--- config.mk ---
export PLATFORM = sky130hd
export DESIGN_NAME = c_subset_lexer_unit
export DESIGN_NICKNAME = d
export VERILOG_FILES = /design/src/rtl/csl_pkg.sv /design/src/rtl/c_subset_lexer_unit.sv /design/src/rtl/csl_front.sv /design/src/rtl/csl_back.sv
export SDC_FILE = /design/constraint.sdc
export NUM_CORES = 1
export LEC_CHECK = 0
export BUFFER_PORTS_ARGS = -buffer_cell sky130_fd_sc_hd__buf_2
export CORE_AREA = 10 10 252 254
export CTS_CLUSTER_SIZE = 40
export DETAILED_ROUTE_END_ITERATION = 16
export DIE_AREA = 0 0 262 264
export SLEW_MARGIN = 20
export SYNTH_ARGS = -nofsm -noshare
export SYNTH_HDL_FRONTEND = slang
export SYNTH_SLANG_ARGS = --single-unit
export TNS_END_PERCENT = 100
--- constraint.sdc ---
create_clock -name clock -period 9.9 [get_ports clock]
set_input_delay 2.97 -clock clock [delete_from_list [all_inputs] [get_ports clock]]
set_output_delay 2.97 -clock clock [all_outputs]
set_load 0.005 [all_outputs]
--- src/rtl/csl_pkg.sv ---
// Package for the C subset lexer: payload types, token kinds, operator codes.
// Used by every module of the lexer; depends on nothing.
package csl_pkg;

   localparam logic [2:0] KIND_CONST = 3'd0;
   localparam logic [2:0] KIND_KEYWORD = 3'd1;
   localparam logic [2:0] KIND_IDENT = 3'd2;
   localparam logic [2:0] KIND_OPER = 3'd3;
   localparam logic [2:0] KIND_DELIM = 3'd4;

   localparam logic [1:0] MODE_IDLE = 2'd0;
   localparam logic [1:0] MODE_NUM = 2'd1;
   localparam logic [1:0] MODE_ID = 2'd2;
   localparam logic [1:0] MODE_OP = 2'd3;

   localparam logic [3:0] OP_PLUS = 4'd0;
   localparam logic [3:0] OP_MINUS = 4'd1;
   localparam logic [3:0] OP_STAR = 4'd2;
   localparam logic [3:0] OP_SLASH = 4'd3;
   localparam logic [3:0] OP_INC = 4'd7;
   localparam logic [3:0] OP_DEC = 4'd8;
   localparam logic [3:0] OP_EQ = 4'd9;
   localparam logic [3:0] OP_GE = 4'd10;
   localparam logic [3:0] OP_LE = 4'd11;
   localparam logic [3:0] OP_GT = 4'd4;
   localparam logic [3:0] OP_LT = 4'd5;
   localparam logic [3:0] OP_ASSIGN = 4'd6;

   localparam int KW_COUNT = 22;

   typedef struct packed {
      logic [7:0] ch;
      logic       end_of_text;
   } req_type;

   typedef struct packed {
      logic [2:0]  kind;
      logic [31:0] value;
      logic [63:0] text;
      logic [7:0]  text_length;
      logic [4:0]  keyword_index;
      logic        overflow;
      logic        last;
   } rsp_type;

   // One or two tokens produced by one character.
   typedef struct packed {
      logic    two;
      rsp_type first;
      rsp_type second;
   } pair_type;

   typedef logic [63:0] kw_text_type [KW_COUNT];

   localparam kw_text_type KW_TEXT = '{
      64'h6669, 64'h65736c65, 64'h656c696877, 64'h6f64, 64'h6b61657262,
      64'h65756e69746e6f63, 64'h746e69, 64'h656c62756f64, 64'h74616f6c66,
      64'h6e7275746572, 64'h72616863, 64'h65736163, 64'h666f657a6973,
      64'h676e6f6c, 64'h74726f6873, 64'h66656465707974, 64'h686374697773,
      64'h64656e6769736e75, 64'h64696f76, 64'h636974617473, 64'h746375727473,
      64'h6f746f67};

   typedef logic [3:0] kw_len_type [KW_COUNT];

   localparam kw_len_type KW_LEN = '{
      4'd2, 4'd4, 4'd5, 4'd2, 4'd5, 4'd8, 4'd3, 4'd6, 4'd5, 4'd6, 4'd4,
      4'd4, 4'd6, 4'd4, 4'd5, 4'd7, 4'd6, 4'd8, 4'd4, 4'd6, 4'd6, 4'd4};

endpackage

--- src/rtl/c_subset_lexer_unit.sv ---
// Channel  Direction  Payload   Handshake
// req      in         req_type  req_valid / req_ready
// rsp      out        rsp_type  rsp_valid / rsp_ready
//
// One character is accepted per cycle while the token queue has room.
// A character yields zero, one or two tokens; the output sends one token per
// cycle while rsp_ready is high, and the two tokens of one character in turn.
// Reset is synchronous and clears scanner state and the queue.
// A stalled output fills the queue; once three entries wait, req_ready drops.
// Top level of the lexer; depends on csl_pkg, csl_front and csl_back.
module c_subset_lexer_unit #(
   parameter int NUMBER_BITS = 32
) (
   input  logic              clock,
   input  logic              reset,
   input  logic              req_valid,
   output logic              req_ready,
   input  csl_pkg::req_type  req_item,
   output logic              rsp_valid,
   input  logic              rsp_ready,
   output csl_pkg::rsp_type  rsp_item
);
   import csl_pkg::*;

   logic     tok_valid;
   pair_type tok_pair;
   logic     can_take;

   assign req_ready = can_take;

   csl_front #(.NUMBER_BITS(NUMBER_BITS)) u_front (
      .clock(clock),
      .reset(reset),
      .in_valid(req_valid && req_ready),
      .in_item(req_item),
      .tok_valid(tok_valid),
      .tok_pair(tok_pair)
   );

   csl_back u_back (
      .clock(clock),
      .reset(reset),
      .push(tok_valid),
      .push_pair(tok_pair),
      .can_take(can_take),
      .rsp_valid(rsp_valid),
      .rsp_ready(rsp_ready),
      .rsp_item(rsp_item)
   );

endmodule

--- src/rtl/csl_front.sv ---
// Front end of the lexer: scanner state and token forming, one character a cycle.
// Depends on csl_pkg. Emits a pair of tokens (possibly none) per character.
module csl_front #(
   parameter int NUMBER_BITS = 32
) (
   input  logic               clock,
   input  logic               reset,
   input  logic               in_valid,
   input  csl_pkg::req_type   in_item,
   output logic               tok_valid,
   output csl_pkg::pair_type  tok_pair
);
   import csl_pkg::*;

   localparam logic [31:0] MAXV = 32'((64'd1 << NUMBER_BITS) - 64'd1);

   logic [1:0]  mode_ff, mode_in;
   logic [31:0] num_ff, num_in;
   logic [63:0] chars_ff, chars_in;
   logic [7:0]  len_ff, len_in;
   logic [2:0]  op_ff, op_in;
   logic        ovf_ff, ovf_in;
   logic        is_dig, is_alp, is_dlm, is_op;
   logic [2:0]  op_idx;
   logic [3:0]  two_code;
   logic [35:0] num_x10;
   logic [36:0] num_next;
   logic        kw_hit;
   logic [4:0]  kw_idx;
   rsp_type     pend_tok, new_tok, tok_a, tok_b;
   logic        have_a, have_b;
   logic [7:0]  c;

   assign c = in_item.ch;

   always_comb begin
      is_dig = c inside {["0":"9"]};
      is_alp = c inside {["a":"z"], ["A":"Z"]};
      is_dlm = c inside {",", ";", "(", ")", "[", "]", "{", "}", " "};
      is_op = 1'b1;
      case (c)
         "+": op_idx = OP_PLUS[2:0];
         "-": op_idx = OP_MINUS[2:0];
         "*": op_idx = OP_STAR[2:0];
         "/": op_idx = OP_SLASH[2:0];
         ">": op_idx = OP_GT[2:0];
         "<": op_idx = OP_LT[2:0];
         "=": op_idx = OP_ASSIGN[2:0];
         default: begin
            op_idx = OP_PLUS[2:0];
            is_op = 1'b0;
         end
      endcase
   end

   // Keyword compare against all constants in parallel.
   always_comb begin
      kw_hit = 1'b0;
      kw_idx = '0;
      for (int k = KW_COUNT - 1; k >= 0; k--) begin
         if (chars_ff == KW_TEXT[k] && len_ff == {4'd0, KW_LEN[k]}) begin
            kw_hit = 1'b1;
            kw_idx = 5'(k);
         end
      end
      if (ovf_ff || len_ff > 8'd8) kw_hit = 1'b0;
   end

   always_comb begin
      pend_tok = '0;
      case (mode_ff)
         MODE_NUM: begin
            pend_tok.kind = KIND_CONST;
            pend_tok.value = num_ff;
            pend_tok.overflow = ovf_ff;
         end
         MODE_ID: begin
            pend_tok.text = chars_ff;
            pend_tok.text_length = len_ff;
            if (kw_hit) begin
               pend_tok.kind = KIND_KEYWORD;
               pend_tok.keyword_index = kw_idx;
            end else begin
               pend_tok.kind = KIND_IDENT;
               pend_tok.overflow = ovf_ff;
            end
         end
         MODE_OP: begin
            pend_tok.kind = KIND_OPER;
            pend_tok.value = {29'd0, op_ff - 3'd1};
         end
         default: pend_tok = '0;
      endcase
   end

   // The pending operator register holds the operator code plus one.
   always_comb begin
      two_code = '0;
      if (mode_ff == MODE_OP) begin
         if (op_ff == OP_PLUS[2:0] + 3'd1 && c == "+") two_code = OP_INC;
         else if (op_ff == OP_MINUS[2:0] + 3'd1 && c == "-") two_code = OP_DEC;
         else if (op_ff == OP_ASSIGN[2:0] + 3'd1 && c == "=") two_code = OP_EQ;
         else if (op_ff == OP_GT[2:0] + 3'd1 && c == "=") two_code = OP_GE;
         else if (op_ff == OP_LT[2:0] + 3'd1 && c == "=") two_code = OP_LE;
      end
   end

   always_comb begin
      num_x10 = {1'b0, num_ff, 3'd0} + {3'd0, num_ff, 1'b0};
      num_next = {1'b0, num_x10} + {33'd0, c[3:0]};
   end

   always_comb begin
      mode_in = mode_ff;
      num_in = num_ff;
      chars_in = chars_ff;
      len_in = len_ff;
      op_in = op_ff;
      ovf_in = ovf_ff;
      have_a = 1'b0;
      have_b = 1'b0;
      tok_a = pend_tok;
      new_tok = '0;
      if (in_item.end_of_text) begin
         have_a = (mode_ff != MODE_IDLE);
         mode_in = MODE_IDLE;
         num_in = '0;
         chars_in = '0;
         len_in = '0;
         op_in = '0;
         ovf_in = 1'b0;
      end else if (mode_ff == MODE_NUM && is_dig) begin
         if (num_next > {5'd0, MAXV}) begin
            num_in = MAXV;
            ovf_in = 1'b1;
         end else begin
            num_in = num_next[31:0];
         end
      end else if (mode_ff == MODE_ID && (is_dig || is_alp || c == "_")) begin
         if (len_ff < 8'd8) chars_in = chars_ff | ({56'd0, c} << {len_ff[2:0], 3'd0});
         else ovf_in = 1'b1;
         if (len_ff != 8'd255) len_in = len_ff + 8'd1;
      end else if (two_code != '0) begin
         have_a = 1'b1;
         tok_a = '0;
         tok_a.kind = KIND_OPER;
         tok_a.value = {28'd0, two_code};
         mode_in = MODE_IDLE;
         op_in = '0;
      end else begin
         have_a = (mode_ff != MODE_IDLE);
         mode_in = MODE_IDLE;
         num_in = '0;
         chars_in = '0;
         len_in = '0;
         op_in = '0;
         ovf_in = 1'b0;
         if (is_dig) begin
            mode_in = MODE_NUM;
            num_in = {28'd0, c[3:0]};
         end else if (is_alp) begin
            mode_in = MODE_ID;
            chars_in = {56'd0, c};
            len_in = 8'd1;
         end else if (is_op) begin
            mode_in = MODE_OP;
            op_in = op_idx + 3'd1;
         end else if (is_dlm) begin
            have_b = 1'b1;
            new_tok.kind = KIND_DELIM;
            new_tok.value = {24'd0, c};
         end
      end
      tok_b = new_tok;
   end

   always_ff @(posedge clock) begin
      if (reset) begin
         mode_ff <= MODE_IDLE;
         num_ff <= '0;
         chars_ff <= '0;
         len_ff <= '0;
         op_ff <= '0;
         ovf_ff <= 1'b0;
      end else if (in_valid) begin
         mode_ff <= mode_in;
         num_ff <= num_in;
         chars_ff <= chars_in;
         len_ff <= len_in;
         op_ff <= op_in;
         ovf_ff <= ovf_in;
      end
   end

   // Pack results so the first slot holds a token when valid; last marks the end.
   always_comb begin
      tok_pair = '0;
      tok_valid = in_valid && (have_a || have_b);
      if (have_a && have_b) begin
         tok_pair.two = 1'b1;
         tok_pair.first = tok_a;
         tok_pair.second = tok_b;
         tok_pair.second.last = 1'b1;
      end else if (have_a) begin
         tok_pair.first = tok_a;
         tok_pair.first.last = 1'b1;
      end else begin
         tok_pair.first = tok_b;
         tok_pair.first.last = 1'b1;
      end
   end

endmodule

--- src/rtl/csl_back.sv ---
// Back end of the lexer: token pair queue and output serializer.
// Depends on csl_pkg. Emits up to two tokens per entry, one per ready cycle.
module csl_back (
   input  logic               clock,
   input  logic               reset,
   input  logic               push,
   input  csl_pkg::pair_type  push_pair,
   output logic               can_take,
   output logic               rsp_valid,
   input  logic               rsp_ready,
   output csl_pkg::rsp_type   rsp_item
);
   import csl_pkg::*;

   localparam int DEPTH = 4;

   pair_type   mem_ff [DEPTH];
   logic [1:0] wr_ff, wr_in, rd_ff, rd_in;
   logic [2:0] cnt_ff, cnt_in;
   logic       half_ff, half_in;
   logic       pop;
   pair_type   head;

   assign head = mem_ff[rd_ff];
   assign rsp_valid = (cnt_ff != 3'd0);
   assign rsp_item = half_ff ? head.second : head.first;
   // Keeps one slot spare so the front never has to look at the pop.
   assign can_take = (cnt_ff < 3'(DEPTH - 1));

   always_comb begin
      pop = 1'b0;
      half_in = half_ff;
      if (rsp_valid && rsp_ready) begin
         if (head.two && !half_ff) half_in = 1'b1;
         else begin
            half_in = 1'b0;
            pop = 1'b1;
         end
      end
      wr_in = push ? wr_ff + 2'd1 : wr_ff;
      rd_in = pop ? rd_ff + 2'd1 : rd_ff;
      cnt_in = cnt_ff + {2'd0, push} - {2'd0, pop};
   end

   always_ff @(posedge clock) begin
      if (push) mem_ff[wr_ff] <= push_pair;
   end

   always_ff @(posedge clock) begin
      if (reset) begin
         wr_ff <= '0;
         rd_ff <= '0;
         cnt_ff <= '0;
         half_ff <= 1'b0;
      end else begin
         wr_ff <= wr_in;
         rd_ff <= rd_in;
         cnt_ff <= cnt_in;
         half_ff <= half_in;
      end
   end

endmodule
==> flow_metrics.tcl <==
set metrics [dict create \
    clk_latency_ns 0.62 \
    p_total_mw 5.64 \
    cts_resized 0 \
    crit_arrival_ns 7.27 \
    clock-sinks 612 \
    ir_drop_mv 0.127 \
    die_area_um2 69200 \
    core_region_area_um2 58500 \
    power.density_nw_per_um2 181 \
    finalSetupViolations 0 \
    finClkSkew_ns 0.0219 \
    critical_path_class "primary input to flip-flop" \
    synthArstFlopShare_pct 0 \
    antenna_found_initial 7 \
    rsz0062_at_grt "false" \
    hold_viol 0 \
    dp.final_hpwl_mm 47.5 \
    routed.top_layer "met5" \
    final_nets 2261 \
    yosys_warnings 0 \
    dp.cells 2872 \
    grt_use_total_pct 20.2 \
    wl_met3_mm 2.91 \
    maxCapViolations 0 \
    ys_dominant_reg_cell "edfxtp_1" \
    cpLargestDelayFamily "compound AO/OA/AOI/OAI gates" \
    syn_to_final_growth_pct 12.0 \
    outcome "completed" \
    fmax_ghz 0.147 \
    grt_pass1_wl_mm 109 \
    relSlewSlack_pct 32.4 \
    io_pins 129 \
    timing.final.ws_setup_ns 3.08 \
    synth_edf_count 492 \
    detail-route-antenna-nets 0 \
    cp.required_ns 10.36 \
    met1Wirelength_mm 28.8 \
    crit_chain "buf_2 > ha_1 > ha_1 > inv_1 > fa_1 > nand2b_1 > a21o_1 > a2111oi_0 > o21ai_1 > a21oi_1 > a311oi_1 > xor2_1 > nand4_1 > buf_4 > a221oi_1 > nor3_1" \
    holdWs_ns 0.496 \
    worst_path_most_repeated_cell "ha_1" \
    cts_root_buffer "clkbuf_16" \
    grt_pass1_vias 18000 \
    leakagePower_nw 11.1 \
    clk_transition_reported_paths_ns 0.06 \
    period_share_pct 68.9 \
    yosysUniqueCellTypes 82 \
    numCtsBuffers 61 \
    die_h_um 264 \
    drive_gt1_share_pct 17.2 \
    syn_area_um2 27900 \
    start_util_pct 47.7 \
    hp-class "flip-flop to flip-flop" \
    htreeDepth 2 \
    cpMaxStageDelayCell "a2111oi_0" \
    routedWlPerCell_um 23.3 \
    drc 0 \
    synth_commonest_cells "edfxtp_1 (492), and2_1 (208), nor2_1 (163)" \
    period_needed_ns 6.82 \
    routed_via_density 5.81 \
    clockBufferDepth 3 \
    ys_ff_latch 612 \
    crit_path_end_kind "flip-flop" \
    yosys-top-cells-area "edfxtp_1 (53%), mux4_2 (9.9%), dfxtp_1 (8.6%)" \
    synth_most_common_cell "edfxtp_1" \
    met2_length_mm 36.1 \
    totalWireLength_mm 69.8 \
    synthCells 2057 \
    synth_seq_area_share_pct 61.6 \
    dp_slack_ns 2.60 \
    tns_ns 0 \
    ctsHoldBuffers 0 \
    drt_iter0_drc 1222 \
    maxSlewViolCount 0 \
    synth_area_leader_cell "edfxtp_1" \
    cts_setup_buffers 0 \
    postSynthAreaPerCell_um2 13.5 \
    max_slew.worst_pin.slew_ns 0.989 \
    gp_congestion 0.949 \
    fill_cells 4897 \
    grt_max_degree 68 \
    crit_buf_inv 3 \
    io_buffer_count 128 \
    synth_top_area_share_pct 53.0 \
    final_cells 2988 \
    max_stage_delay_ns 0.85 \
    num_rows 89 \
    crit_fanout 33 \
    cp-start-kind "primary input" \
    overflow 0 \
    num_vias 17300 \
    detail_route.first_pass.iterations 5 \
    cts_tree "yes" \
    die_width_um 262 \
]
==> layer usage <==
metal | global-route usage, % | vias up
met4 | 5.64 | 12
met2 | 35.5 | 409
met5 | 0 | -
met3 | 3.04 | 135
li1 | - | 7995
met1 | 25.4 | 8795
==> report_power, final <==
group / internal [mW] / switching, mW / total, mW
combinational: 0.295 / 0.298 / 0.593
sequential: 2.77 / 0.0536 / 2.82
clock: 1.27 / 0.951 / 2.23
total: 4.34 / 1.30 / 5.64
==> path summary, 6_finish.rpt <==
check / slack, ns / start / depth (start not counted) / end
max: 3.08 / req_item[2] / 16 / u_front.num_ff[0]
min: 0.50 / u_front.op_ff[0] / 2 / u_front.op_ff[0]
max reg2reg: 5.47 / u_front.num_ff[0] / 14 / u_front.num_ff[0]
min reg2reg: 0.50 / u_front.op_ff[0] / 2 / u_front.op_ff[0]
==> layout make-up <==
type,count,area [um2],area share (%)
flip-flops and latches,612,17200,55.1
multi-input cells,1309,10200,32.6
clock buffers,78,1640,5.27
well taps,773,967,3.10
repair buffers,144,823,2.64
clock inverters,36,289,0.926
inverters,34,129,0.413
diodes,2,5.00,0.0160
==> cells by family (layout without fill, tap and decap cells) <==
group	Yosys count	count (layout)	synth area share, %
AND/OR/NAND/NOR	750	750	14.6
flip-flops	612	612	61.6
AO/OA/AOI/OAI	304	304	6.58
buffers and inverters	139	292	2.00
multiplexers	125	125	10.0
adder cells (fa/ha/maj)	86	86	3.94
XOR/XNOR	40	40	1.26
other	1	6	0.0135
==> tightest hold or removal path: cells and delay by family, from the launching register on <==
kind	cells	cell delay, ns
flip-flops	1	0.33
AND/OR/NAND/NOR	1	0.06
AO/OA/AOI/OAI	1	0.05
==> metrics by stage <==
stage | instance area [um2] | utilization [%]
final | 31200 | 53.4
after global routing | 31200 | 53.4
after CTS | 31200 | 53.4
after detailed placement | 29300 | 50.1
after global placement | 29300 | 50.1
after floorplan | 27900 | -
==> registers in the layout, summed over array words and instances, names as in the netlist, named ones only <==
signal,flops
u_back.cnt_ff,3
u_back.half_ff,1
u_back.mem_ff,492
u_back.rd_ff,2
u_back.wr_ff,2
u_front.chars_ff,64
u_front.len_ff,8
u_front.mode_ff,2
u_front.num_ff,32
u_front.op_ff,3
u_front.ovf_ff,1
==> cell usage in the layout (no fill, tap or decap), types with 8 or more instances in the layout <==
master / n
buf_4: 11
edfxtp_1: 492
nand4_1: 27
xor2_1: 18
nand2_1: 134
or3_1: 11
nand2b_1: 15
o21a_1: 10
nand4b_1: 8
nand3_1: 38
clkbuf_1: 14
o21ai_0: 25
nand3b_1: 11
nor3_1: 28
mux4_2: 123
and3_1: 17
buf_2: 128
or4_1: 10
a211oi_1: 10
xnor2_1: 22
a21oi_1: 143
clkinv_1: 15
ha_1: 83
a21o_1: 21
and2_1: 204
inv_1: 33
nor2_1: 163
nor4_1: 16
clkbuf_16: 63
dfxtp_1: 118
clkinv_2: 9
o21ai_1: 36
nor2b_1: 20
No activity file was read; power rests on OpenSTA's default activity.
